[config.mk]
export PLATFORM = sky130hd
export DESIGN_NAME = card_deck_shuffle
export DESIGN_NICKNAME = d
export VERILOG_FILES = /design/src/design/cds_pkg.sv /design/src/design/card_deck_shuffle.sv /design/src/design/cds_divider.sv
export SDC_FILE = /design/constraint.sdc
export NUM_CORES = 1
export LEC_CHECK = 0
export BUFFER_PORTS_ARGS = -buffer_cell sky130_fd_sc_hd__buf_4
export CAP_MARGIN = 10
export CORE_ASPECT_RATIO = 0.7
export CORE_MARGIN = 2
export CORE_UTILIZATION = 45
export CTS_CLUSTER_DIAMETER = 120
export DETAILED_ROUTE_END_ITERATION = 10
export SYNTH_ARGS = -nofsm -noshare
export SYNTH_HDL_FRONTEND = slang
export SYNTH_SLANG_ARGS = --single-unit
[constraint.sdc]
create_clock -name clk -period 6.2 [get_ports clk]
set_clock_uncertainty 0.2 [all_clocks]
set_input_delay 0.31 -clock clk [delete_from_list [all_inputs] [get_ports clk]]
set_output_delay 0.31 -clock clk [all_outputs]
set_load 0.03 [all_outputs]
[src/design/cds_pkg.sv]
// Shared constants, types and the standard-order card function for the deck shuffler.
package cds_pkg;

    localparam int WORD_W   = 31;
    localparam int POS_W    = 6;
    localparam int RANK_W   = 4;
    localparam int SUIT_W   = 2;
    localparam int CARD_W   = RANK_W + SUIT_W;
    localparam int CFG_IDX_W  = 2;
    localparam int CFG_DATA_W = 6;
    localparam int DIV_CNT_W  = $clog2(WORD_W + 1);

    localparam logic [RANK_W-1:0] TOP_RANK = 4'd13;
    localparam logic [RANK_W-1:0] MIN_RANK = 4'd1;

    localparam logic [CFG_IDX_W-1:0] CFG_LOWEST_RANK    = 2'd0;
    localparam logic [CFG_IDX_W-1:0] CFG_SHUFFLE_LENGTH = 2'd1;

    typedef enum logic [2:0] {
        ST_IDLE,
        ST_DIV,
        ST_RD_I,
        ST_RD_J,
        ST_WR_J,
        ST_WR_I
    } state_t;

    typedef logic [CARD_W-1:0] card_t;

    function automatic card_t build_card(logic [6:0] k, logic [RANK_W-1:0] lo);
        logic [RANK_W-1:0] n;
        logic [6:0]        n1;
        logic [6:0]        n2;
        logic [6:0]        n3;
        logic [6:0]        n4;
        logic [6:0]        off;
        logic [SUIT_W-1:0] suit;
        card_t             card;
        n    = TOP_RANK + 4'd1 - lo;
        n1   = {3'b000, n};
        n2   = n1 << 1;
        n3   = n2 + n1;
        n4   = n1 << 2;
        suit = 2'd0;
        off  = k;
        if (k < n1)
        begin
            suit = 2'd0;
            off  = k;
        end
        else if (k < n2)
        begin
            suit = 2'd1;
            off  = k - n1;
        end
        else if (k < n3)
        begin
            suit = 2'd2;
            off  = k - n2;
        end
        else
        begin
            suit = 2'd3;
            off  = k - n3;
        end
        if (k < n4)
            card = {suit, lo + off[RANK_W-1:0]};
        else
            card = '0;
        return card;
    endfunction

endpackage

[src/design/card_deck_shuffle.sv]
// Top level: Fisher-Yates deck shuffler, one final card per random word.
//
// Each transfer on start/busy carries one random word and yields exactly one card. The card
// is on the result ports for a single cycle with done high; the receiver cannot stall.
// An item passes through these steps from accept to the next possible accept:
// - modulo: 31 bit-serial steps reduce the 31-bit word by the remaining count,
//   and then the divider flags the remainder.
// - the deck memory: two reads and two writes.
// - the idle state, in which busy is low again.
// The card strobe falls in that idle state, so it is taken at the same edge as the next
// item can be. cfg_ready is low while busy is high and while start is high.
// The deck is rebuilt in standard order at once after reset, after any register write and
// after the last card, since each entry carries a valid flag and an unwritten entry reads
// as its standard-order card.
module card_deck_shuffle #(
    parameter int DECK_SIZE = 52
) (
    input  logic                             clk,
    input  logic                             rst_n,
    input  logic                             start,
    output logic                             busy,
    input  logic [cds_pkg::WORD_W-1:0]       random_word,
    output logic                             done,
    output logic [cds_pkg::POS_W-1:0]        position,
    output logic [cds_pkg::RANK_W-1:0]       card_rank,
    output logic [cds_pkg::SUIT_W-1:0]       card_suit,
    output logic                             last_card,
    input  logic                             cfg_valid,
    output logic                             cfg_ready,
    input  logic [cds_pkg::CFG_IDX_W-1:0]    cfg_index,
    input  logic [cds_pkg::CFG_DATA_W-1:0]   cfg_data
);

    localparam int ADDR_W = (DECK_SIZE > 1) ? $clog2(DECK_SIZE) : 1;

    cds_pkg::state_t state_reg;
    cds_pkg::state_t state_next;

    logic [cds_pkg::RANK_W-1:0] lowest_rank_reg;
    logic [cds_pkg::POS_W-1:0]  shuffle_length_reg;
    logic [cds_pkg::POS_W-1:0]  step_reg;
    logic [cds_pkg::POS_W-1:0]  i_reg;
    logic [cds_pkg::POS_W-1:0]  rem_reg;
    logic [ADDR_W-1:0]          j_reg;
    logic                       last_reg;
    cds_pkg::card_t             card_i_reg;
    cds_pkg::card_t             card_j_reg;

    cds_pkg::card_t             mem [DECK_SIZE];
    logic [DECK_SIZE-1:0]       valid_reg;
    cds_pkg::card_t             rd_data_reg;
    logic                       rd_valid_reg;
    logic [ADDR_W-1:0]          rd_addr_reg;

    logic                       done_reg;
    logic [cds_pkg::POS_W-1:0]  position_reg;
    logic [cds_pkg::RANK_W-1:0] card_rank_reg;
    logic [cds_pkg::SUIT_W-1:0] card_suit_reg;
    logic                       last_card_reg;

    logic [cds_pkg::RANK_W-1:0] eff_lo;
    logic [cds_pkg::RANK_W-1:0] suit_len;
    logic [6:0]                 built_cnt;
    logic [6:0]                 len_wide;
    logic [cds_pkg::POS_W-1:0]  len;
    logic [cds_pkg::POS_W-1:0]  i_start;
    logic [6:0]                 j_sum;
    logic [ADDR_W-1:0]          j_calc;
    logic [ADDR_W-1:0]          rd_addr;
    cds_pkg::card_t             rd_card;
    logic                       wr_en;
    logic [ADDR_W-1:0]          wr_addr;
    cds_pkg::card_t             wr_data;
    logic                       accept;
    logic                       cfg_write;
    logic                       rebuild;
    logic                       div_done;
    logic [cds_pkg::POS_W-1:0]  div_rem;

    assign cfg_ready = !busy && !start;
    assign cfg_write = cfg_valid && cfg_ready &&
                       (cfg_index == cds_pkg::CFG_LOWEST_RANK ||
                        cfg_index == cds_pkg::CFG_SHUFFLE_LENGTH);
    assign busy      = (state_reg != cds_pkg::ST_IDLE);
    assign accept    = start && !busy;

    always_comb
    begin
        if (lowest_rank_reg < cds_pkg::MIN_RANK)
            eff_lo = cds_pkg::MIN_RANK;
        else if (lowest_rank_reg > cds_pkg::TOP_RANK)
            eff_lo = cds_pkg::TOP_RANK;
        else
            eff_lo = lowest_rank_reg;
        suit_len  = cds_pkg::TOP_RANK + 4'd1 - eff_lo;
        built_cnt = {3'b000, suit_len} << 2;
        if (built_cnt > 7'(DECK_SIZE))
            built_cnt = 7'(DECK_SIZE);
        len_wide = {1'b0, shuffle_length_reg};
        if (len_wide > built_cnt)
            len_wide = built_cnt;
        if (len_wide < 7'd1)
            len_wide = 7'd1;
        len = len_wide[cds_pkg::POS_W-1:0];
        i_start = (step_reg >= len) ? '0 : step_reg;
        j_sum = {1'b0, i_reg} + {1'b0, div_rem};
        if (j_sum >= 7'(DECK_SIZE))
            j_calc = i_reg[ADDR_W-1:0];
        else
            j_calc = j_sum[ADDR_W-1:0];
    end

    cds_divider u_divider (
        .clk       (clk),
        .rst_n     (rst_n),
        .start     (accept),
        .dividend  (random_word),
        .divisor   (len - i_start),
        .done      (div_done),
        .remainder (div_rem)
    );

    always_ff @(posedge clk or negedge rst_n)
    begin
        if (!rst_n)
            state_reg <= cds_pkg::ST_IDLE;
        else
            state_reg <= state_next;
    end

    always_comb
    begin
        state_next = state_reg;
        rd_addr    = i_reg[ADDR_W-1:0];
        wr_en      = 1'b0;
        wr_addr    = j_reg;
        wr_data    = card_i_reg;
        case (state_reg)
            cds_pkg::ST_IDLE:
            begin
                if (accept)
                    state_next = cds_pkg::ST_DIV;
            end
            cds_pkg::ST_DIV:
            begin
                if (div_done)
                    state_next = cds_pkg::ST_RD_I;
            end
            cds_pkg::ST_RD_I:
            begin
                state_next = cds_pkg::ST_RD_J;
            end
            cds_pkg::ST_RD_J:
            begin
                rd_addr    = j_reg;
                state_next = cds_pkg::ST_WR_J;
            end
            cds_pkg::ST_WR_J:
            begin
                wr_en      = 1'b1;
                state_next = cds_pkg::ST_WR_I;
            end
            cds_pkg::ST_WR_I:
            begin
                wr_en      = 1'b1;
                wr_addr    = i_reg[ADDR_W-1:0];
                wr_data    = card_j_reg;
                state_next = cds_pkg::ST_IDLE;
            end
            default:
            begin
                state_next = cds_pkg::ST_IDLE;
            end
        endcase
    end

    assign rd_card = rd_valid_reg ? rd_data_reg
                                  : cds_pkg::build_card(7'(rd_addr_reg), eff_lo);
    assign rebuild = cfg_write || (state_reg == cds_pkg::ST_WR_I && last_reg);

    always_ff @(posedge clk)
    begin
        if (wr_en)
            mem[wr_addr] <= wr_data;
        rd_data_reg <= mem[rd_addr];
        rd_addr_reg <= rd_addr;
    end

    always_ff @(posedge clk or negedge rst_n)
    begin
        if (!rst_n)
        begin
            valid_reg    <= '0;
            rd_valid_reg <= 1'b0;
        end
        else
        begin
            rd_valid_reg <= valid_reg[rd_addr];
            if (rebuild)
                valid_reg <= '0;
            else if (wr_en)
                valid_reg[wr_addr] <= 1'b1;
        end
    end

    always_ff @(posedge clk or negedge rst_n)
    begin
        if (!rst_n)
        begin
            lowest_rank_reg    <= 4'd1;
            shuffle_length_reg <= 6'd52;
            step_reg           <= '0;
            done_reg           <= 1'b0;
        end
        else
        begin
            done_reg <= (state_reg == cds_pkg::ST_WR_I);
            if (cfg_valid && cfg_ready && cfg_index == cds_pkg::CFG_LOWEST_RANK)
                lowest_rank_reg <= cfg_data[cds_pkg::RANK_W-1:0];
            if (cfg_valid && cfg_ready && cfg_index == cds_pkg::CFG_SHUFFLE_LENGTH)
                shuffle_length_reg <= cfg_data;
            if (cfg_write)
                step_reg <= '0;
            else if (state_reg == cds_pkg::ST_WR_I)
                step_reg <= last_reg ? '0 : i_reg + 6'd1;
        end
    end

    always_ff @(posedge clk)
    begin
        if (accept)
        begin
            i_reg    <= i_start;
            rem_reg  <= len - i_start;
            last_reg <= (i_start + 6'd1 == len);
        end
        if (state_reg == cds_pkg::ST_DIV && div_done)
            j_reg <= j_calc;
        if (state_reg == cds_pkg::ST_RD_J)
            card_i_reg <= rd_card;
        if (state_reg == cds_pkg::ST_WR_J)
            card_j_reg <= rd_card;
        if (state_reg == cds_pkg::ST_WR_I)
        begin
            position_reg  <= i_reg;
            card_rank_reg <= card_j_reg[cds_pkg::RANK_W-1:0];
            card_suit_reg <= card_j_reg[cds_pkg::CARD_W-1:cds_pkg::RANK_W];
            last_card_reg <= last_reg;
        end
    end

    assign done      = done_reg;
    assign position  = position_reg;
    assign card_rank = card_rank_reg;
    assign card_suit = card_suit_reg;
    assign last_card = last_card_reg;

    a_done_after_write: assert property (@(posedge clk) disable iff (!rst_n)
        done_reg |-> $past(state_reg == cds_pkg::ST_WR_I))
        else $error("result strobe without a completed swap");

    a_rem_in_range: assert property (@(posedge clk) disable iff (!rst_n)
        (state_reg == cds_pkg::ST_DIV && div_done) |-> (div_rem < rem_reg))
        else $error("remainder not below remaining count");

    a_rebuild_on_last: assert property (@(posedge clk) disable iff (!rst_n)
        (done_reg && last_card_reg) |-> (step_reg == '0 && valid_reg == '0))
        else $error("deck not rebuilt after last card");

endmodule

[src/design/cds_divider.sv]
// Bit-serial restoring remainder unit: random word modulo a small count.
module cds_divider (
    input  logic                        clk,
    input  logic                        rst_n,
    input  logic                        start,
    input  logic [cds_pkg::WORD_W-1:0]  dividend,
    input  logic [cds_pkg::POS_W-1:0]   divisor,
    output logic                        done,
    output logic [cds_pkg::POS_W-1:0]   remainder
);

    logic [cds_pkg::WORD_W-1:0]    word_reg;
    logic [cds_pkg::POS_W-1:0]     div_reg;
    logic [cds_pkg::POS_W-1:0]     rem_reg;
    logic [cds_pkg::DIV_CNT_W-1:0] cnt_reg;
    logic                          run_reg;
    logic                          done_reg;
    logic [cds_pkg::POS_W:0]       trial;
    logic [cds_pkg::POS_W-1:0]     rem_next;

    always_comb
    begin
        trial = {rem_reg, word_reg[cds_pkg::WORD_W-1]};
        if (trial >= {1'b0, div_reg})
            rem_next = cds_pkg::POS_W'(trial - {1'b0, div_reg});
        else
            rem_next = trial[cds_pkg::POS_W-1:0];
    end

    always_ff @(posedge clk or negedge rst_n)
    begin
        if (!rst_n)
        begin
            run_reg  <= 1'b0;
            done_reg <= 1'b0;
            cnt_reg  <= '0;
        end
        else
        begin
            done_reg <= run_reg && (cnt_reg == cds_pkg::DIV_CNT_W'(1));
            if (start)
            begin
                run_reg <= 1'b1;
                cnt_reg <= cds_pkg::DIV_CNT_W'(cds_pkg::WORD_W);
            end
            else if (run_reg)
            begin
                cnt_reg <= cnt_reg - cds_pkg::DIV_CNT_W'(1);
                if (cnt_reg == cds_pkg::DIV_CNT_W'(1))
                    run_reg <= 1'b0;
            end
        end
    end

    always_ff @(posedge clk)
    begin
        if (start)
        begin
            word_reg <= dividend;
            div_reg  <= divisor;
            rem_reg  <= '0;
        end
        else if (run_reg)
        begin
            word_reg <= word_reg << 1;
            rem_reg  <= rem_next;
        end
    end

    assign done      = done_reg;
    assign remainder = rem_reg;

endmodule
==> run_results.csv, run 1 <==
group,metric,value,unit
logic_synthesis,synth_ff_type,"edfxtp_1",
die,start_util,45.4,%
layout,largest_register_ffs,312,
sta,hold_viol,0,
sta,slew_headroom,14.1,%
layout,drive_gt1_share,11.7,%
route,wire_per_inst,21.6,um
layout,nNetsFinal,2067,
die,fp.dieH,188,um
logic_synthesis,yosys.area.top_type_share,53.7,%
placed_design,post-place-ws,-0.301,ns
setup_path,crit_path_top_delay_cell,"dfrtp_1",
logic_synthesis,synth_seq_area_share,64.6,%
logic_synthesis,syn_inst,1841,
layout,final_area,24900,um^2
route,drtIter0Drc,1497,
logic_synthesis,ys_types,72,
sta,worst_slew_pin_slew,1.28,ns
placed_design,place_area,22800,um^2
global_route,grt_max_degree,178,
sta,fin_crit_sh,95.6,%
setup_path,path_max_fanout,6,
setup_path,worstSetupPathType,"flip-flop to flip-flop",
cts,clockBufferDepth,3,
placed_design,gp_congestion,0.859,
layout,fillers,4073,
die,die_area,49900,um^2
route,via_per_inst,5.66,
route,wl_met1,26700,um
layout,multi_input_area,7120,um^2
setup_path,cp-end-kind,"flip-flop",
sta,finalCriticalPeriod,5.93,ns
cts,cts_max_level,2,
setup_path,cp.arrival,6.05,ns
die,core_region_area,47700,um^2
global_route,antenna_found_initial,1,
setup_path,cp_num_buf_inv,3,
logic_synthesis,synth_nets,1948,
sta,max_freq,0.169,GHz
setup_path,cp_num_cells,29,
min_path,hold_path_class,"primary input to asynchronous set/reset pin",
global_route,grt_usage,22.7,%
die,fp-row-count,67,
cts,clk_pin_slew,0.07,ns
logic_synthesis,yosysMostFrequentCell,"nand2_1",
layout,syn_to_final_growth,15.2,%
logic_synthesis,ys_ff_latch,485,
logic_synthesis,synth-warning-count,0,
route,dr_wl_met3,4980,um
global_route,gr-total-overflow,0,
route,dr_total_vias,14833,
cts,cts_tree,"done",
logic_synthesis,yosysTopAreaCell,"edfxtp_1",
route,highest_layer,"met4",
route,drc_errors,0,
setup_path,rr_worst_depth,29,
layout,finalNonFillerCells,2621,
logic_synthesis,synth-async-reset-ratio,16.5,%
die,die_x,266,um
route,ant_nets,0,
pwr,peakVddDrop,0.208,mV
logic_synthesis,netlist_top_cells_area,"edfxtp_1 (54%), dfrtp_1 (8.8%), nand2_1 (8.2%)",
flow_run,maxCapViolations,0,
cts,clock_sinks,485,
route,routed_wl,56600,um
logic_synthesis,synth_top_cells_by_count,"nand2_1 (474), edfxtp_1 (387), nand3_1 (143), a21oi_1 (93), nor2_1 (79)",
layout,antenna_cells,0,
die,ios,59,
placed_design,hpwl,35300,um
logic_synthesis,synth_edf_count,387,
placed_design,post-place-cells,2477,
logic_synthesis,syn_area_per_cell,11.8,um^2
setup_path,crit_family,"simple AND/OR/NAND/NOR gates",
sta,finalSetupViolCount,0,
global_route,grt_pass1_vias,14317,
setup_path,path_common_cell,"ha_2",
pwr,leakage,0.00964,uW
cts,worst_skew_pair.late_latency,0.58,ns
route,wl_met2,23800,um
pwr,power_density,353,nW/um^2
global_route,grt_pass1_wl,86500,um
route,drtPass1Iterations,5,
setup_path,critical_path.max_stage_delay,0.41,ns
cts,cts-root-buf,"clkbuf_16",
cts,cts_made_buffers,48,
placed_design,port_buffers,58,
logic_synthesis,synth_area,21700,um^2
setup_path,startpoint_type,"flip-flop",
sta,worst_slack,0.271,ns
outcome,outcome,"finished, final reports clean",
layout,ff_latch_area,14000,um^2
sta,finalMaxSlewViolations,0,
setup_path,cp.required,6.32,ns
-- layout make-up --
| cell class | count | area share, % |
|---|---|---|
| clock buffers | 66 | 5.25 |
| clock inverters | 24 | 1.04 |
| inverters | 69 | 1.06 |
| multi-input cells | 1209 | 28.5 |
| flip-flops and latches | 485 | 56.1 |
| well taps | 621 | 3.12 |
| repair buffers | 147 | 4.91 |
-- worst paths after layout --
path,from,endpoint,slack (ns)
max,lowest_rank_reg[1],last_reg,0.27
min in group clk,cfg_valid,step_reg[3],0.11
max in group asynchronous,rst_n,valid_reg[22],4.61
min reg2reg,card_j_reg[4],card_suit[0],0.26
max reg2reg,lowest_rank_reg[1],last_reg,0.27
min,rst_n,shuffle_length_reg[5],0.10
-- metal layers --
metal,vias to the layer above,track usage (%)
li1,6840,-
met1,7411,35.3
met2,503,32.0
met3,79,5.36
met4,0,5.06
met5,-,0
-- placed cells by master, fill, tap and decap left out, types with 6 or more instances in the layout --
cell,synthesis,layout
nor2b_1,7,7
nand2_2,0,6
clkbuf_16,0,49
clkbuf_1,18,15
o21ai_0,22,21
clkinv_2,0,6
dfrtp_1,76,76
inv_1,65,64
clkinv_1,0,7
o21a_1,57,57
fa_1,8,8
nand3_1,143,142
o31ai_1,7,7
mux2i_1,37,35
dfxtp_1,18,18
nand4_1,6,6
nor4_1,9,9
dlygate4sd3_1,0,44
a21o_1,13,13
nand2_1,474,468
xnor2_1,24,23
a21oi_1,93,92
nor2_1,79,79
a32oi_1,14,14
buf_4,4,101
nand2b_1,10,10
xor2_1,10,10
edfxtp_1,387,387
a211oi_1,8,6
nor3_1,19,17
ha_1,56,53
mux2_2,13,13
-- per-stage QoR --
stage	hold slack [ns]	total power (uW)	TNS, ns	utilization (%)
3_5_place_dp	-0.0424	5840	-0.442	47.8
2_1_floorplan	-0.186	5290	0	-
6_report	0.104	8810	0	52.3
3_3_place_gp	-0.0433	5800	-0.0413	47.8
5_1_grt	0.0851	9240	-0.229	52.3
4_1_cts	0.0442	8820	0	52.0
-- report_power, final --
part           internal (uW)  switching (uW)  total [uW]
combinational            796            1160        1950
sequential              3790             134        3920
clock                   1700            1250        2940
-- kinds of logic (layout without fill, tap and decap cells) --
logic type | count (synthesis) | count (layout) | share of synthesized area (%)
compound gates | 273 | 273 | 8.48
xor+xnor | 34 | 34 | 1.38
fa+ha+maj | 64 | 64 | 3.98
buf+inv | 147 | 306 | 3.03
flops | 485 | 485 | 64.6
mux | 56 | 56 | 3.01
simple gates | 782 | 782 | 15.5
-- what timing repair did --
item	in CTS	in global routing
hold endpoints to repair	57	0
setup buffers	2	7
gates resized for setup	2	15
hold buffers	44	0
setup endpoints to repair	3	4
pin swaps	1	4
cloned	0	0
No activity file was read; power rests on OpenSTA's default activity.
==> run 2: changes to the inputs <==
--- a/config.mk
+++ b/config.mk
@@ -12,6 +12,7 @@
 export CORE_UTILIZATION = 45
 export CTS_CLUSTER_DIAMETER = 120
 export DETAILED_ROUTE_END_ITERATION = 10
+export PLACE_DENSITY = 0.73
 export SYNTH_ARGS = -nofsm -noshare
 export SYNTH_HDL_FRONTEND = slang
 export SYNTH_SLANG_ARGS = --single-unit
==> run_results.csv, run 2 (synthesis gave the netlist of run 1 again) <==
group,metric,value,unit
sta,hold_viol,0,
layout,multi_input_area,7100,um^2
global_route,grt_pass1_wl,85600,um
placed_design,gp_congestion,0.905,
cts,clk_pin_slew,0.07,ns
die,start_util,45.4,%
outcome,outcome,"finished, final reports clean",
sta,fin_crit_sh,95.4,%
route,ant_nets,0,
cts,cts_tree,"done",
layout,largest_register_ffs,312,
die,fp-row-count,67,
setup_path,worstSetupPathType,"flip-flop to flip-flop",
placed_design,port_buffers,58,
layout,ff_latch_area,14000,um^2
global_route,gr-total-overflow,0,
layout,antenna_cells,0,
cts,clockBufferDepth,3,
global_route,grt_pass1_vias,14697,
route,drc_errors,0,
die,die_x,266,um
route,wire_per_inst,21.2,um
sta,finalMaxSlewViolations,0,
pwr,peakVddDrop,0.190,mV
setup_path,startpoint,"lowest_rank_reg[3]",
route,drtIter0Drc,1808,
sta,rsz0062_at_grt,"yes",
layout,syn_to_final_growth,14.6,%
placed_design,post-place-cells,2471,
setup_path,path_max_fanout,6,
sta,max_freq,0.169,GHz
layout,final_cell_mix,"nand2_1 (471), edfxtp_1 (387), nand3_1 (143)",
setup_path,endpoint,"last_reg",
cts,worst_skew_pair.late_latency,0.56,ns
placed_design,hpwl,34400,um
die,die_area,49900,um^2
global_route,antenna_found_initial,0,
cts,clock_sinks,485,
layout,fillers,3952,
setup_path,worstReg2RegEnd,"last_reg",
sta,worst_slew_pin_slew,1.21,ns
setup_path,startpoint_type,"flip-flop",
setup_path,critical_path.max_stage_delay,0.44,ns
setup_path,cp.required,6.32,ns
route,via_per_inst,5.78,
cts,cts-root-buf,"clkbuf_16",
cts,cts_made_buffers,47,
die,ios,59,
pwr,leakage,0.00957,uW
global_route,grt_max_degree,106,
route,dr_total_vias,15086,
setup_path,cp.arrival,6.03,ns
layout,layout_commonest_cell,"nand2_1",
sta,finalSetupViolCount,0,
layout,nNetsFinal,2060,
setup_path,cp-end-kind,"flip-flop",
die,fp.dieH,188,um
global_route,grt_usage,22.1,%
setup_path,timing.rr.start,"lowest_rank_reg[3]",
pwr,power_density,350,nW/um^2
route,drtPass1Iterations,6,
flow_run,maxCapViolations,0,
min_path,hold_path_class,"primary input to flip-flop",
setup_path,path_common_cell,"ha_2",
sta,slew_headroom,19.2,%
setup_path,ff2ff_setup_slack,0.29,ns
sta,finalSetupTns,0,ns
layout,drive_gt1_share,11.2,%
die,core_region_area,47700,um^2
setup_path,crit_path_top_delay_cell,"dfrtp_2",
cts,cts_max_level,2,
setup_path,rr_worst_depth,28,
layout,finalNonFillerCells,2611,
route,routed_wl,55300,um
sta,finalCriticalPeriod,5.91,ns
## run 2: cell count changes in the layout (fill, tap and decap cells not counted), moves of 3 or more
| cell | previous run | this run |
|---|---|---|
| buf_4 | 101 | 95 |
| bufinv_16 | 5 | 2 |
| clkinv_1 | 7 | 4 |
| inv_6 | 3 | 0 |
| nand2_1 | 468 | 471 |
| nand2_2 | 6 | 3 |
## run 2: worst max-delay path: cells and delay by family, from the launching register on
family	cells	cell delay (ns)
and+or+nand+nor	13	2.01
muxes	1	0.30
buffers and inverters	2	0.19
adders and majority gates	5	1.17
DFF	1	0.44
xor gates and xnor gates	2	0.34
AOI/OAI and AO/OA	5	1.01
## run 2: per-layer routing
layer	share of wire (%)	GRT usage, %
met1	43	32.8
met2	44	32.5
met3	11	5.69
met4	2.0	5.62
met5	0	0
## run 2: repair_timing
item | in CTS | in global routing
buffers inserted | 4 | 5
hold endpoints to repair | 60 | 0
hold buffers | 44 | 0
setup endpoints to repair | 2 | 4
resized for setup | 2 | 15
pin swaps | 1 | 8
## run 2: how the worst min path moves through the flow
stage	end	depth (start not counted)	startpoint	slack [ns]
2_1_floorplan	done	0	rst_n	-0.19
3_3_place_gp	valid_reg[3]	1	rst_n	-0.02
3_5_place_dp	valid_reg[2]	1	rst_n	-0.008
4_1_cts	step_reg[2]	3	cfg_valid	0.03
5_1_grt	step_reg[2]	3	cfg_valid	0.08
6_report	step_reg[2]	3	cfg_valid	0.04
## run 2: power by group
group	internal, uW	total [uW]	switching (uW)
combinational	790	1940	1150
sequential	3790	3930	142
clock	1600	2810	1210
total	6170	8680	2510
## run 2: through the flow
stage / instance area (um^2) / hold WS, ns / utilization, % / total power (uW) / setup WS, ns
global route: 24800 / 0.0753 / 52.0 / 9070 / -0.0613
detailed placement: 22700 / -0.00801 / 47.7 / 5810 / -0.224
floorplan: 21700 / -0.186 / - / 5290 / 0.00313
finish: 24800 / 0.0445 / 52.0 / 8680 / 0.285
CTS: 24700 / 0.0341 / 51.8 / 8640 / 0.000746
global placement: 22700 / -0.0159 / 47.7 / 5730 / 0.0214
## run 2: final cells by class
type	instances	area share, %
Clock buffer	69	5.45
Clock inverter	17	0.580
Inverter	69	1.06
Multi-Input combinational cell	1209	28.6
Sequential cell	485	56.4
Tap cell	621	3.13
Timing Repair Buffer	141	4.81
